<file path="config.mk">
export PLATFORM = sky130hd
export DESIGN_NAME = rc4_rekeyed_block_keystream
export DESIGN_NICKNAME = d
export VERILOG_FILES = /design/src/rtl/rc4rk_pkg.sv /design/src/rtl/rc4rk_ram.sv /design/src/rtl/rc4rk_dp.sv /design/src/rtl/rc4rk_ctrl.sv /design/src/rtl/rc4_rekeyed_block_keystream.sv
export VERILOG_INCLUDE_DIRS = /design/src /design/src/rtl
export SDC_FILE = /design/constraint.sdc
export NUM_CORES = 2
export LEC_CHECK = 0
export BUFFER_PORTS_ARGS = -buffer_cell sky130_fd_sc_hd__buf_2
export CAP_MARGIN = 20
export CORE_UTILIZATION = 45
export CTS_BUF_LIST = sky130_fd_sc_hd__clkbuf_8
export DETAILED_ROUTE_END_ITERATION = 16
export PLACE_DENSITY = 0.57
export SLEW_MARGIN = 20
export SYNTH_ARGS = -nofsm -noshare
export SYNTH_HDL_FRONTEND = slang
export SYNTH_SLANG_ARGS = --single-unit
</file>
<file path="constraint.sdc">
create_clock -name clk -period 10.1 [get_ports clk]
set_input_delay 0.505 -clock clk [delete_from_list [all_inputs] [get_ports clk]]
set_output_delay 0.505 -clock clk [all_outputs]
set_load 0.01 [all_outputs]
</file>
<file path="src/rtl/assert_macros.svh">
// Assertion macros shared by the RC4 keystream RTL
`ifndef ASSERT_MACROS_SVH
`define ASSERT_MACROS_SVH

// Property checked on every rising edge, masked while reset is held
`define ASSERT_CLK(lbl, prop, msg) \
  lbl: assert property (@(posedge clk) disable iff (!rst_n) prop) else $error(msg);

// Condition that must never be seen outside reset
`define ASSERT_NEVER(lbl, expr, msg) \
  lbl: assert property (@(posedge clk) disable iff (!rst_n) !(expr)) else $error(msg);

`endif

</file>
<file path="src/rtl/rc4rk_pkg.sv">
// Types and constants shared by the rekeying RC4 keystream block
package rc4rk_pkg;

  localparam int unsigned STATE_BYTES = 256;
  localparam int unsigned SBOX_AW     = 8;

  localparam logic [30:0] LEHMER_MOD   = 31'h7FFF_FFFF;
  localparam logic [15:0] LEHMER_MUL   = 16'd48271;
  localparam logic [30:0] LEHMER_RESET = 31'd1;

  localparam int unsigned BLOCK_W   = 9;
  localparam logic [8:0]  BLOCK_MAX = 9'd256;

  localparam int unsigned CFG_IDX_W      = 1;
  localparam logic [0:0]  REG_SEED       = 1'b0;
  localparam logic [0:0]  REG_BLOCK_SIZE = 1'b1;

  typedef enum logic [3:0] {
    ST_IDLE,
    ST_KEY_MUL,
    ST_KEY_RED,
    ST_INIT,
    ST_KSA_RD,
    ST_KSA_J,
    ST_KSA_WK,
    ST_KSA_WJ,
    ST_GEN_I,
    ST_GEN_J,
    ST_GEN_T,
    ST_GEN_OUT
  } state_t;

  typedef enum logic [3:0] {
    OP_NONE,
    OP_REKEY_BEGIN,
    OP_KEY_MUL,
    OP_KEY_RED,
    OP_INIT,
    OP_KSA_RD,
    OP_KSA_J,
    OP_KSA_WK,
    OP_KSA_WJ,
    OP_GEN_I,
    OP_GEN_J,
    OP_GEN_T,
    OP_GEN_OUT
  } op_t;

  typedef struct packed {
    op_t op;
  } cmd_t;

  typedef struct packed {
    logic k_last;     // S-box sweep counter at its final entry
    logic kidx_last;  // key byte index at its final entry
  } sts_t;

endpackage

</file>
<file path="src/rtl/rc4rk_ram.sv">
// Generic single-write, single-read RAM with registered read data
module rc4rk_ram #(
  parameter int unsigned WIDTH = 8,
  parameter int unsigned DEPTH = 256,
  localparam int unsigned AW = (DEPTH > 1) ? $clog2(DEPTH) : 1
) (
  input  logic             clk,
  input  logic             we,
  input  logic [AW-1:0]    waddr,
  input  logic [WIDTH-1:0] wdata,
  input  logic             re,
  input  logic [AW-1:0]    raddr,
  output logic [WIDTH-1:0] rdata
);

  logic [WIDTH-1:0] mem [DEPTH];
  logic [WIDTH-1:0] rdata_r;

  always_ff @(posedge clk) begin
    if (we) begin
      mem[waddr] <= wdata;
    end
    if (re) begin
      rdata_r <= mem[raddr];
    end
  end

  assign rdata = rdata_r;

endmodule

</file>
<file path="src/rtl/rc4rk_dp.sv">
// Datapath: Lehmer key generator, S-box and key RAMs, RC4 index arithmetic
`include "assert_macros.svh"

module rc4rk_dp #(
  parameter int unsigned KEY_BYTES = 16
) (
  input  logic              clk,
  input  logic              rst_n,
  input  rc4rk_pkg::cmd_t   cmd,
  output rc4rk_pkg::sts_t   sts,
  input  logic              seed_we,
  input  logic [31:0]       seed_val,
  output logic [7:0]        out_byte
);

  localparam int unsigned KW = (KEY_BYTES > 1) ? $clog2(KEY_BYTES) : 1;
  localparam logic [KW-1:0] KIDX_LAST = KW'(KEY_BYTES - 1);

  logic [30:0] lehmer_r, lehmer_nxt;
  logic [46:0] prod_r, prod_nxt;
  logic [KW-1:0] kidx_r, kidx_nxt, kidx_inc;
  logic [7:0] k_r, k_nxt;
  logic [7:0] i_r, i_nxt;
  logic [7:0] j_r, j_nxt;
  logic [7:0] si_r, si_nxt;
  logic [7:0] sj_r, sj_nxt;
  logic [7:0] t_r, t_nxt;
  logic [7:0] out_byte_r, out_byte_nxt;

  logic [31:0] red_sum;
  logic [30:0] red_val;
  logic [31:0] seed_sum;
  logic [30:0] seed_mod;
  logic [30:0] seed_fold;

  logic       s_we, s_re;
  logic [7:0] s_waddr, s_wdata, s_raddr, s_rdata;
  logic       k_we, k_re;
  logic [7:0] k_rdata;

  logic [7:0] i_inc, ksa_j, gen_j, t_sum;

  // x mod (2^31-1): fold the bits above 2^31 back in, one correction
  assign red_sum = 32'(prod_r[46:31]) + 32'(prod_r[30:0]);
  assign red_val = (red_sum >= 32'(rc4rk_pkg::LEHMER_MOD)) ?
                   31'(red_sum - 32'(rc4rk_pkg::LEHMER_MOD)) : red_sum[30:0];

  assign seed_sum  = 32'(seed_val[31]) + 32'(seed_val[30:0]);
  assign seed_mod  = (seed_sum >= 32'(rc4rk_pkg::LEHMER_MOD)) ?
                     31'(seed_sum - 32'(rc4rk_pkg::LEHMER_MOD)) : seed_sum[30:0];
  assign seed_fold = (seed_mod == 31'd0) ? 31'd1 : seed_mod;

  assign kidx_inc = (kidx_r == KIDX_LAST) ? '0 : KW'(kidx_r + KW'(1));
  assign i_inc    = i_r + 8'd1;
  assign ksa_j    = j_r + s_rdata + k_rdata;
  assign gen_j    = j_r + s_rdata;
  assign t_sum    = si_r + s_rdata;

  assign sts.k_last    = (k_r == 8'hFF);
  assign sts.kidx_last = (kidx_r == KIDX_LAST);

  always_comb begin
    lehmer_nxt   = lehmer_r;
    prod_nxt     = prod_r;
    kidx_nxt     = kidx_r;
    k_nxt        = k_r;
    i_nxt        = i_r;
    j_nxt        = j_r;
    si_nxt       = si_r;
    sj_nxt       = sj_r;
    t_nxt        = t_r;
    out_byte_nxt = out_byte_r;
    s_we         = 1'b0;
    s_waddr      = k_r;
    s_wdata      = k_r;
    s_re         = 1'b0;
    s_raddr      = k_r;
    k_we         = 1'b0;
    k_re         = 1'b0;
    unique case (cmd.op)
      rc4rk_pkg::OP_NONE: begin
      end
      rc4rk_pkg::OP_REKEY_BEGIN: begin
        kidx_nxt = '0;
        k_nxt    = 8'd0;
        i_nxt    = 8'd0;
        j_nxt    = 8'd0;
      end
      rc4rk_pkg::OP_KEY_MUL: begin
        prod_nxt = 47'(lehmer_r) * 47'(rc4rk_pkg::LEHMER_MUL);
      end
      rc4rk_pkg::OP_KEY_RED: begin
        lehmer_nxt = red_val;
        k_we       = 1'b1;
        kidx_nxt   = kidx_inc;
      end
      rc4rk_pkg::OP_INIT: begin
        s_we  = 1'b1;
        k_nxt = k_r + 8'd1;
      end
      rc4rk_pkg::OP_KSA_RD: begin
        s_re = 1'b1;
        k_re = 1'b1;
      end
      rc4rk_pkg::OP_KSA_J: begin
        s_re    = 1'b1;
        s_raddr = ksa_j;
        j_nxt   = ksa_j;
        si_nxt  = s_rdata;
      end
      rc4rk_pkg::OP_KSA_WK: begin
        s_we    = 1'b1;
        s_wdata = s_rdata;
      end
      rc4rk_pkg::OP_KSA_WJ: begin
        s_we     = 1'b1;
        s_waddr  = j_r;
        s_wdata  = si_r;
        k_nxt    = k_r + 8'd1;
        kidx_nxt = kidx_inc;
        // schedule done: output phase restarts with j at zero
        if (sts.k_last) begin
          j_nxt = 8'd0;
        end
      end
      rc4rk_pkg::OP_GEN_I: begin
        s_re    = 1'b1;
        s_raddr = i_inc;
        i_nxt   = i_inc;
      end
      rc4rk_pkg::OP_GEN_J: begin
        s_re    = 1'b1;
        s_raddr = gen_j;
        j_nxt   = gen_j;
        si_nxt  = s_rdata;
      end
      rc4rk_pkg::OP_GEN_T: begin
        s_we    = 1'b1;
        s_waddr = i_r;
        s_wdata = s_rdata;
        s_re    = 1'b1;
        s_raddr = t_sum;
        sj_nxt  = s_rdata;
        t_nxt   = t_sum;
      end
      rc4rk_pkg::OP_GEN_OUT: begin
        s_we    = 1'b1;
        s_waddr = j_r;
        s_wdata = si_r;
        // read of S[t] predates the swap; bypass the two swapped entries
        if (t_r == j_r) begin
          out_byte_nxt = si_r;
        end else if (t_r == i_r) begin
          out_byte_nxt = sj_r;
        end else begin
          out_byte_nxt = s_rdata;
        end
      end
      default: begin
      end
    endcase
    if (seed_we) begin
      lehmer_nxt = seed_fold;
    end
  end

  always_ff @(posedge clk) begin
    if (!rst_n) begin
      lehmer_r <= rc4rk_pkg::LEHMER_RESET;
      kidx_r   <= '0;
      k_r      <= 8'd0;
      i_r      <= 8'd0;
      j_r      <= 8'd0;
    end else begin
      lehmer_r <= lehmer_nxt;
      kidx_r   <= kidx_nxt;
      k_r      <= k_nxt;
      i_r      <= i_nxt;
      j_r      <= j_nxt;
    end
  end

  always_ff @(posedge clk) begin
    prod_r     <= prod_nxt;
    si_r       <= si_nxt;
    sj_r       <= sj_nxt;
    t_r        <= t_nxt;
    out_byte_r <= out_byte_nxt;
  end

  assign out_byte = out_byte_r;

  rc4rk_ram #(
    .WIDTH (8),
    .DEPTH (rc4rk_pkg::STATE_BYTES)
  ) u_sbox (
    .clk   (clk),
    .we    (s_we),
    .waddr (s_waddr),
    .wdata (s_wdata),
    .re    (s_re),
    .raddr (s_raddr),
    .rdata (s_rdata)
  );

  rc4rk_ram #(
    .WIDTH (8),
    .DEPTH (KEY_BYTES)
  ) u_key (
    .clk   (clk),
    .we    (k_we),
    .waddr (kidx_r),
    .wdata (red_val[7:0]),
    .re    (k_re),
    .raddr (kidx_r),
    .rdata (k_rdata)
  );

  `ASSERT_CLK(a_ksa_end, (cmd.op == rc4rk_pkg::OP_KSA_WJ) && sts.k_last |=> (k_r == 8'd0) && (j_r == 8'd0), "schedule did not end with k and j at zero")
  `ASSERT_NEVER(a_lehmer_zero, lehmer_r == 31'd0, "Lehmer state reached zero")

endmodule

</file>
<file path="src/rtl/rc4rk_ctrl.sv">
// Controller: sequencing of rekey and byte generation, block position, output valid
`include "assert_macros.svh"

module rc4rk_ctrl (
  input  logic                           clk,
  input  logic                           rst_n,
  input  logic                           in_tvalid,
  output logic                           in_tready,
  input  logic                           in_last,
  output logic                           out_tvalid,
  input  logic                           out_tready,
  input  logic                           cfg_we,
  input  logic [rc4rk_pkg::CFG_IDX_W-1:0] cfg_idx,
  input  logic [rc4rk_pkg::BLOCK_W-1:0]   cfg_bsize,
  input  rc4rk_pkg::sts_t                sts,
  output rc4rk_pkg::cmd_t                cmd
);

  rc4rk_pkg::state_t state_r, state_nxt;
  logic                          out_valid_r, out_valid_nxt;
  logic [rc4rk_pkg::BLOCK_W-1:0] pos_r, pos_nxt;
  logic [rc4rk_pkg::BLOCK_W-1:0] bsize_r, bsize_nxt;
  logic [rc4rk_pkg::BLOCK_W-1:0] eff_size, pos_inc;
  logic                          in_acc;

  assign in_tready = (state_r == rc4rk_pkg::ST_IDLE);
  assign in_acc    = in_tvalid && in_tready;
  assign pos_inc   = pos_r + 9'd1;

  always_comb begin
    priority if (bsize_r == 9'd0) begin
      eff_size = 9'd1;
    end else if (bsize_r > rc4rk_pkg::BLOCK_MAX) begin
      eff_size = rc4rk_pkg::BLOCK_MAX;
    end else begin
      eff_size = bsize_r;
    end
  end

  always_comb begin
    pos_nxt = pos_r;
    if (in_acc) begin
      pos_nxt = (in_last || (pos_inc >= eff_size)) ? 9'd0 : pos_inc;
    end
    bsize_nxt = bsize_r;
    if (cfg_we && (cfg_idx == rc4rk_pkg::REG_BLOCK_SIZE)) begin
      bsize_nxt = cfg_bsize;
    end
  end

  always_comb begin
    state_nxt = state_r;
    cmd.op    = rc4rk_pkg::OP_NONE;
    unique case (state_r)
      rc4rk_pkg::ST_IDLE: begin
        if (in_acc) begin
          // block start: fresh key before the byte
          if (pos_r == 9'd0) begin
            cmd.op    = rc4rk_pkg::OP_REKEY_BEGIN;
            state_nxt = rc4rk_pkg::ST_KEY_MUL;
          end else begin
            cmd.op    = rc4rk_pkg::OP_GEN_I;
            state_nxt = rc4rk_pkg::ST_GEN_J;
          end
        end
      end
      rc4rk_pkg::ST_KEY_MUL: begin
        cmd.op    = rc4rk_pkg::OP_KEY_MUL;
        state_nxt = rc4rk_pkg::ST_KEY_RED;
      end
      rc4rk_pkg::ST_KEY_RED: begin
        cmd.op    = rc4rk_pkg::OP_KEY_RED;
        state_nxt = sts.kidx_last ? rc4rk_pkg::ST_INIT : rc4rk_pkg::ST_KEY_MUL;
      end
      rc4rk_pkg::ST_INIT: begin
        cmd.op = rc4rk_pkg::OP_INIT;
        if (sts.k_last) begin
          state_nxt = rc4rk_pkg::ST_KSA_RD;
        end
      end
      rc4rk_pkg::ST_KSA_RD: begin
        cmd.op    = rc4rk_pkg::OP_KSA_RD;
        state_nxt = rc4rk_pkg::ST_KSA_J;
      end
      rc4rk_pkg::ST_KSA_J: begin
        cmd.op    = rc4rk_pkg::OP_KSA_J;
        state_nxt = rc4rk_pkg::ST_KSA_WK;
      end
      rc4rk_pkg::ST_KSA_WK: begin
        cmd.op    = rc4rk_pkg::OP_KSA_WK;
        state_nxt = rc4rk_pkg::ST_KSA_WJ;
      end
      rc4rk_pkg::ST_KSA_WJ: begin
        cmd.op    = rc4rk_pkg::OP_KSA_WJ;
        state_nxt = sts.k_last ? rc4rk_pkg::ST_GEN_I : rc4rk_pkg::ST_KSA_RD;
      end
      rc4rk_pkg::ST_GEN_I: begin
        cmd.op    = rc4rk_pkg::OP_GEN_I;
        state_nxt = rc4rk_pkg::ST_GEN_J;
      end
      rc4rk_pkg::ST_GEN_J: begin
        cmd.op    = rc4rk_pkg::OP_GEN_J;
        state_nxt = rc4rk_pkg::ST_GEN_T;
      end
      rc4rk_pkg::ST_GEN_T: begin
        cmd.op    = rc4rk_pkg::OP_GEN_T;
        state_nxt = rc4rk_pkg::ST_GEN_OUT;
      end
      rc4rk_pkg::ST_GEN_OUT: begin
        // hold until the output register is free or being drained
        if (!out_valid_r || out_tready) begin
          cmd.op    = rc4rk_pkg::OP_GEN_OUT;
          state_nxt = rc4rk_pkg::ST_IDLE;
        end
      end
      default: begin
        state_nxt = rc4rk_pkg::ST_IDLE;
      end
    endcase
  end

  always_comb begin
    if (cmd.op == rc4rk_pkg::OP_GEN_OUT) begin
      out_valid_nxt = 1'b1;
    end else if (out_tready) begin
      out_valid_nxt = 1'b0;
    end else begin
      out_valid_nxt = out_valid_r;
    end
  end

  always_ff @(posedge clk) begin
    if (!rst_n) begin
      state_r     <= rc4rk_pkg::ST_IDLE;
      out_valid_r <= 1'b0;
      pos_r       <= 9'd0;
      bsize_r     <= rc4rk_pkg::BLOCK_MAX;
    end else begin
      state_r     <= state_nxt;
      out_valid_r <= out_valid_nxt;
      pos_r       <= pos_nxt;
      bsize_r     <= bsize_nxt;
    end
  end

  assign out_tvalid = out_valid_r;

  `ASSERT_CLK(a_rekey_on_start, in_acc && (pos_r == 9'd0) |=> state_r == rc4rk_pkg::ST_KEY_MUL, "block start did not rekey")
  `ASSERT_CLK(a_out_after_gen, (state_r == rc4rk_pkg::ST_GEN_OUT) && (state_nxt == rc4rk_pkg::ST_IDLE) |=> out_valid_r, "finished byte not presented")
  `ASSERT_NEVER(a_pos_range, pos_r > 9'd255, "block position out of range")

endmodule

</file>
<file path="src/rtl/rc4_rekeyed_block_keystream.sv">
// Top level of the rekeying RC4 keystream block
// Each accepted request returns one RC4 keystream byte. Within a block the byte
// reaches the result register through these steps: S-box read at i on the
// transfer edge, read at j, swap write plus read at S[i]+S[j], second swap
// write, all through the single read and single write port of the 256-byte
// S-box RAM, so a request is taken only once the previous byte is through them.
// At a block start the request first rekeys: Lehmer steps (a multiply and a
// reduction per key byte), fill of all 256 S-box entries, the key schedule and
// one more step for the read at i, which then no longer shares the transfer
// cycle. A finished byte holds until the output register is free. The next
// request is taken while the byte waits on the output register. After reset
// the first request rekeys from seed 1.
module rc4_rekeyed_block_keystream #(
  parameter int unsigned KEY_BYTES = 16
) (
  input  logic                            clk,
  input  logic                            rst_n,
  input  logic                            in_tvalid,
  output logic                            in_tready,
  input  logic [7:0]                      in_tdata,   // [0] last_of_read
  output logic                            out_tvalid,
  input  logic                            out_tready,
  output logic [7:0]                      out_tdata,  // [7:0] stream_byte
  input  logic                            cfg_we,
  input  logic [rc4rk_pkg::CFG_IDX_W-1:0] cfg_idx,
  input  logic [31:0]                     cfg_wdata
);

  rc4rk_pkg::cmd_t cmd;
  rc4rk_pkg::sts_t sts;
  logic            seed_we;

  assign seed_we = cfg_we && (cfg_idx == rc4rk_pkg::REG_SEED);

  rc4rk_ctrl u_ctrl (
    .clk        (clk),
    .rst_n      (rst_n),
    .in_tvalid  (in_tvalid),
    .in_tready  (in_tready),
    .in_last    (in_tdata[0]),
    .out_tvalid (out_tvalid),
    .out_tready (out_tready),
    .cfg_we     (cfg_we),
    .cfg_idx    (cfg_idx),
    .cfg_bsize  (cfg_wdata[rc4rk_pkg::BLOCK_W-1:0]),
    .sts        (sts),
    .cmd        (cmd)
  );

  rc4rk_dp #(
    .KEY_BYTES (KEY_BYTES)
  ) u_dp (
    .clk      (clk),
    .rst_n    (rst_n),
    .cmd      (cmd),
    .sts      (sts),
    .seed_we  (seed_we),
    .seed_val (cfg_wdata),
    .out_byte (out_tdata)
  );

endmodule

</file>
* Word level (Yosys, flattened, before mapping)
Memories as Yosys holds them, arrays and structs flattened. A register that Yosys moved wholly into a read port is not among the register bits. Index checks and enable logic that the tools add are counted.
Word-level totals: register bits 161, memory bits (writable) 2176, input bits 46, memories kept 2
Cells by class: add/sub/neg operators 11, multiply operators 1, $lt $le $gt $ge 4, equal/unequal tests 31, muxes and demuxes 39, bitwise gates (word level) 1, reduce and logical (&&, ||, !) cells 25
Memory list:
- u_dp.u_sbox.mem | depth 256, bits a word 8, rd ports 1, clocked after memory_dff 1, write ports 1, line rc4rk_ram.sv:16 | logic [WIDTH-1:0] mem [DEPTH];
- u_dp.u_key.mem | depth 16, bits a word 8, rd ports 1, clocked after memory_dff 1, write ports 1, line rc4rk_ram.sv:16
Operator list (count):
- $mux W31 | 5
- $pmux W4 S12 | 2
- $ge A32 B31 Y1 const B | 2
- $pmux W8 S2 | 4
- $pmux W8 S4 | 2
- $sub A31 B31 Y31 const B | 2
- $mul A31 B16 Y47 const B | 1
- $eq A4 B4 Y1 const B | 10
- $add A1 B31 Y32 | 1
- $add A16 B31 Y32 | 1
- $eq A4 B3 Y1 const B | 8
- $mux W4 | 8
- $logic_not A31 Y1 | 1
- $mux W9 | 3
- $add A8 B8 Y8 | 3
- $mux W8 | 3
- $logic_not A9 Y1 | 2
- $add A8 B1 Y8 const B | 2
- $eq A4 B2 Y1 const B | 4
- $eq A8 B8 Y1 | 2
- $mux W1 | 10
- $reduce_bool A2 Y1 | 5
- $reduce_or A2 Y1 | 5
- $reduce_or A5 Y1 | 2
- other kinds (18) | 24

* Logic depth before layout (Yosys ltp)
word-level depth 9, mapped depth 23, depth with buffers taken out 23

* By module
A second synthesis with hierarchy kept.
Second synthesis, totals: cells, all modules 6231, area, all modules 105441.1 um2
Modules (own cells, without submodules):
- rc4rk_ram at u_dp.u_sbox | times used 1, cells each 3733, area each 79636.4 um2, sequential area each 61739.2 um2
- rc4rk_dp | times used 1, cells each 2066, area each 19017.0 um2, sequential area each 3553.4 um2
- rc4rk_ram at u_dp.u_key | times used 1, cells each 229, area each 5227.5 um2, sequential area each 4083.9 um2
- rc4rk_ctrl | times used 1, cells each 202, area each 1546.5 um2, sequential area each 460.4 um2
- rc4_rekeyed_block_keystream | times used 1, cells each 1, area each 13.8 um2, sequential area each 0.0 um2

* Least setup slack after synthesis
No wires, ideal clock.
kind register to register, start point register u_ctrl.pos_r[0] (netlist name), end point memory u_dp.u_sbox.mem[0][1] (data pin), setup time 0.864 ns, arrival 5.280 ns, data required time 9.236 ns, setup slack 3.956 ns, cell stages (with the launch flop) 11, path buffers 2, period minus slack after synthesis 6.144 ns, cells stage by stage dfxtp_1 -> inv_1 -> ha_1 -> or4b_1 -> o211ai_4 -> and2_1 -> buf_4 -> a31oi_1 -> clkbuf_1 -> nor3_1 -> a221o_1
Between the ends: word-level cells in the longest chain between the ends 7
Ends and longest elaborated chain:
- start: declaration | line rc4rk_ctrl.sv:21 | logic [rc4rk_pkg::BLOCK_W-1:0] pos_r, pos_nxt;
- start signal: assignment | line rc4rk_ctrl.sv:141 | pos_r <= pos_nxt;
- $logic_not A9 Y1 * | line rc4rk_ctrl.sv:58 | if (pos_r == 9'd0) begin
- $mux W4 * | line rc4rk_ctrl.sv:58
- $mux W4 * | line rc4rk_ctrl.sv:56 | if (in_acc) begin
- $pmux W4 S12 * | line rc4rk_ctrl.sv:54 | unique case (state_r)
- $eq A4 B4 Y1 / $eq A4 B3 Y1 (equally long branches) | line rc4rk_dp.sv:80 | unique case (cmd.op)
- $reduce_or A2 Y1 (no line)
- $pmux W8 S2 * | line rc4rk_dp.sv:80
- named net u_dp.s_wdata[1] | line rc4rk_dp.sv:37 | logic [7:0] s_waddr, s_wdata, s_raddr, s_rdata;
- end: declaration | line rc4rk_ram.sv:16
Mark *: on every way through the listed nets, which the timed path passes. The rest lies on a longest branch.

* Worst setup path after layout
start point register u_dp.lehmer_r[5], end point register u_dp.prod_r[44] (data pin)
Between the ends: word-level cells in the longest chain between the ends 1
Ends and longest elaborated chain:
- start: declaration | line rc4rk_dp.sv:19 | logic [30:0] lehmer_r, lehmer_nxt;
- start signal: assignment | line rc4rk_dp.sv:169 | lehmer_r <= rc4rk_pkg::LEHMER_RESET;
- start signal: assignment | line rc4rk_dp.sv:175 | lehmer_r <= lehmer_nxt;
- $mul A31 B16 Y47 | line rc4rk_dp.sv:90 | prod_nxt = 47'(lehmer_r) * 47'(rc4rk_pkg::LEHMER_MUL);
- end signal: assignment | line rc4rk_dp.sv:184 | prod_r <= prod_nxt;
- end: declaration | line rc4rk_dp.sv:20 | logic [46:0] prod_r, prod_nxt;
Every way passes these cells. A chain may end at the register's enable or synchronous reset.

==> impl_metrics.toml <==
[synthesis]
syn_area_um2 = 104000
ys.flop_type = "edfxtp_1"
synth-async-reset-ratio = 0
synth_warnings = 0
muxShareOfSynthArea = 0.121
synth_top_family_by_area = "multiplexers"
syn_nets = 6460
syn_avg_cell_area_um2 = 17.4
synth_fa_ha_area_frac = 0.0668
ys_seq_elements = 2353
yosys.area_share.xor_xnor = 0.0129
ys_seq_area_frac = 0.672
synth_cell_types = 96
synth_simple_gate_area_frac = 0.0520
synth-edff-count = 2271
synth-compound-area-share = 0.0524
syn_inst = 5975

[critical_path]
worst_r2r_endpoint = "u_dp.prod_r[44]"
rr_startpoint = "u_dp.lehmer_r[5]"
crit_path_start_kind = "register"
rrSetupSlack_ns = 3.13
crit_family = "adder cells"
crit_type = "reg -> reg"
crit_top_cell = "fa_1"
cpPeakStageDelay_ns = 0.60
cp_cell_sequence = "inv_1 > fa_1 > fa_1 > inv_1 > fa_1 > fa_1 > fa_1 > fa_1 > ha_1 > and3_1 > and4_1 > o21a_1 > o21ai_0 > a211oi_1 > o21ai_0 > a311oi_1 > nor3_1 > o31ai_1 > a21oi_1 > xnor2_1"
end_kind = "register"
cp.required_ns = 10.86
worstPathMaxFanout = 7
cp.arrival_ns = 7.74
cp_num_buf_inv = 2
cp_slowest_cell = "dfxtp_1"
reg2reg_depth = 20

[power]
power_mw = 28.0
pwr_density_cell_nw_per_um2 = 244
max-vdd-ir-drop_v = 0.000363
leakagePower_nw = 38.4

[layout]
post-route-util = 0.500
mostFrequentLayoutCell = "edfxtp_1"
finalNonFillerCells = 9585
final_cell_mix = "edfxtp_1, mux4_2, nor2_1"
multi_input_area_um2 = 31900
nNetsFinal = 6747
fin_area_um2 = 115000
syn2layout_area_growth_pct = 10.5
n_fill_cell = 19000
drive_gt1_frac = 0.181
seqCellArea_um2 = 69800

[die]
core_area_um2 = 230000
die_x_um = 482
start_util = 0.452
num_rows = 176
die_height_um = 482
io-pin-count = 56
dieArea_um2 = 233000

[worst_hold_path]
min_to = "u_dp.lehmer_r[28]"
hold_depth = 5
hold_class = "in -> reg"
min-delay-start = "cfg_wdata[28]"

[timing]
rsz0062_at_grt = "no"
slew_viol_final = 0
finalSetupViolations = 0
whs_ns = 0.125
layout_min_cycle_time_ns = 6.97
setup_tns_ns = 0
clock.fmax_mhz = 143
fin_worst_skew_ns = 0.105
worstMarginPinSlew_ns = 1.17
setup_slack_ns = 3.13
hold_viol = 0
slew_headroom = 0.216
fin_crit_sh = 0.690

[global_routing]
grt_max_degree = 217
grt_overflow = 0
grt_pass1_vias = 58100
track_usage = 0.231
antenna_found_initial = 6
grt_pass1_wl_mm = 392

[clocking]
cts_tree = "yes"
postCtsResizedCells = 0
cts_made_buffers = 394
clk_pin_slew_worst_paths_ns = 0.06
htree_levels = 5
clkSinkCount = 2353
cts_buffer_depth = 4
clk_latency_ns = 1.09
root_buffer = "clkbuf_8"

[outcome]
status = "finished clean"

[place]
gp_congestion = 0.857
dp.final_hpwl_mm = 168
preCtsSetupSlack_ns = 3.06
io_buffer_count = 48
placed_area_um2 = 108000
place_inst = 8848

[flow_run]
maxCapViolations = 0

[detailed_routing]
drt_pass1_iterations = 9
dr_total_vias = 56500
ant_nets = 0
wl_mm = 268
vias_per_cell = 5.89
wl_per_cell_um = 27.9
drt-initial-drc-count = 5549
route.detailed.drc = 0
[layout make-up]
class / count / area share
antenna: 8 / 0.000174
clock buffer: 402 / 0.0482
clock inverter: 283 / 0.0107
inverter: 251 / 0.00821
multi-input combinational: 3087 / 0.278
sequential: 2353 / 0.608
tap: 3026 / 0.0330
timing repair buffer: 175 / 0.0132
[sequential cells by signal, summed over array words and instances (netlist names)]
signal             cells
u_dp.sj_r              8
u_dp.si_r              8
u_dp.kidx_r            4
u_dp.j_r               8
u_ctrl.bsize_r         9
u_ctrl.state_r         4
u_dp.u_key.rdata       8
u_ctrl.pos_r           9
u_dp.u_sbox.mem     2048
u_dp.t_r               8
u_dp.out_byte          8
u_dp.u_sbox.rdata      8
u_dp.prod_r           47
u_dp.lehmer_r         31
u_ctrl.out_tvalid      1
u_dp.k_r               8
u_dp.u_key.mem       128
u_dp.i_r               8
[worst reg2reg max path, stage by stage (launching register included)]
cell and delay, ns:
dfxtp_1 0.60, inv_1 0.16, fa_1 0.53, fa_1 0.55, inv_1 0.07, fa_1 0.51, fa_1 0.44, fa_1 0.52
fa_1 0.41, ha_1 0.38, and3_1 0.21, and4_1 0.28, o21a_1 0.14, o21ai_0 0.13, a211oi_1 0.43, o21ai_0 0.24
a311oi_1 0.40, nor3_1 0.16, o31ai_1 0.25, a21oi_1 0.11, xnor2_1 0.13
[how the worst max path moves through the flow]
stage                      startpoint                    end  cells after the start
floorplan             u_ctrl.pos_r[0]  u_dp.u_sbox.mem[0][1]                     10
global placement    u_ctrl.state_r[2]   u_dp.u_sbox.rdata[6]                     13
detailed placement  u_ctrl.state_r[2]   u_dp.u_sbox.rdata[6]                     13
CTS                 u_ctrl.state_r[2]   u_dp.u_sbox.rdata[6]                     13
global route         u_dp.lehmer_r[5]        u_dp.prod_r[46]                     20
finish               u_dp.lehmer_r[5]        u_dp.prod_r[44]                     20
[power breakdown]
part	leakage (nW)	internal (mW)	switching, mW	total (mW)
combinational	13.5	3.68	5.29	8.97
sequential	20.9	11.3	0.197	11.5
clock	3.99	3.74	3.72	7.46
total	38.4	18.8	9.21	28.0
[synthesized netlist by cell type (all sizes together) (14+ instances only)]
master / number / share of area
edfxtp: 2271 / 0.66
mux4: 552 / 0.12
nor2: 411 / 0.015
nand2: 403 / 0.015
inv: 250 / 0.0090
ha: 246 / 0.030
a21oi: 203 / 0.0098
fa: 193 / 0.037
clkbuf: 180 / 0.0065
a222oi: 130 / 0.013
buf: 104 / 0.0069
xnor2: 100 / 0.0084
o21ai: 87 / 0.0042
dfxtp: 82 / 0.016
nand3: 75 / 0.0036
nor3: 53 / 0.0026
xor2: 51 / 0.0043
and3: 40 / 0.0024
and2: 37 / 0.0022
a21o: 34 / 0.0025
a21boi: 33 / 0.0024
o2111ai: 30 / 0.0025
nand4: 27 / 0.0018
and4: 22 / 0.0019
a22oi: 21 / 0.0015
nor4: 20 / 0.0016
a31oi: 19 / 0.0012
nand2b: 19 / 0.0011
o21a: 19 / 0.0014
a211oi: 17 / 0.0013
a221oi: 17 / 0.0015
o211ai: 16 / 0.0013
o31ai: 14 / 0.0011
[layer usage]
| metal | up-vias | part of all wire | global-route usage |
|---|---|---|---|
| met5 | - | 0 | 0 |
| met4 | 0 | 0.030 | 0.0774 |
| met3 | 448 | 0.066 | 0.0420 |
| met2 | 2020 | 0.48 | 0.371 |
| met1 | 29500 | 0.42 | 0.318 |
| li1 | 24500 | - | - |
[timing repair]
action                                 in CTS  in global routing
endpoints found under the hold margin      48                  0
hold buffers                               44                  0
buffers inserted                            0                  0
[cell families after synthesis]
group | after synthesis
buffers and inverters | 535
XOR/XNOR | 152
AND/OR/NAND/NOR | 1182
multiplexers | 567
AO/OA/AOI/OAI | 747
flip-flops | 2353
adder cells (fa/ha/maj) | 439
No activity file was read; power rests on OpenSTA's default activity.
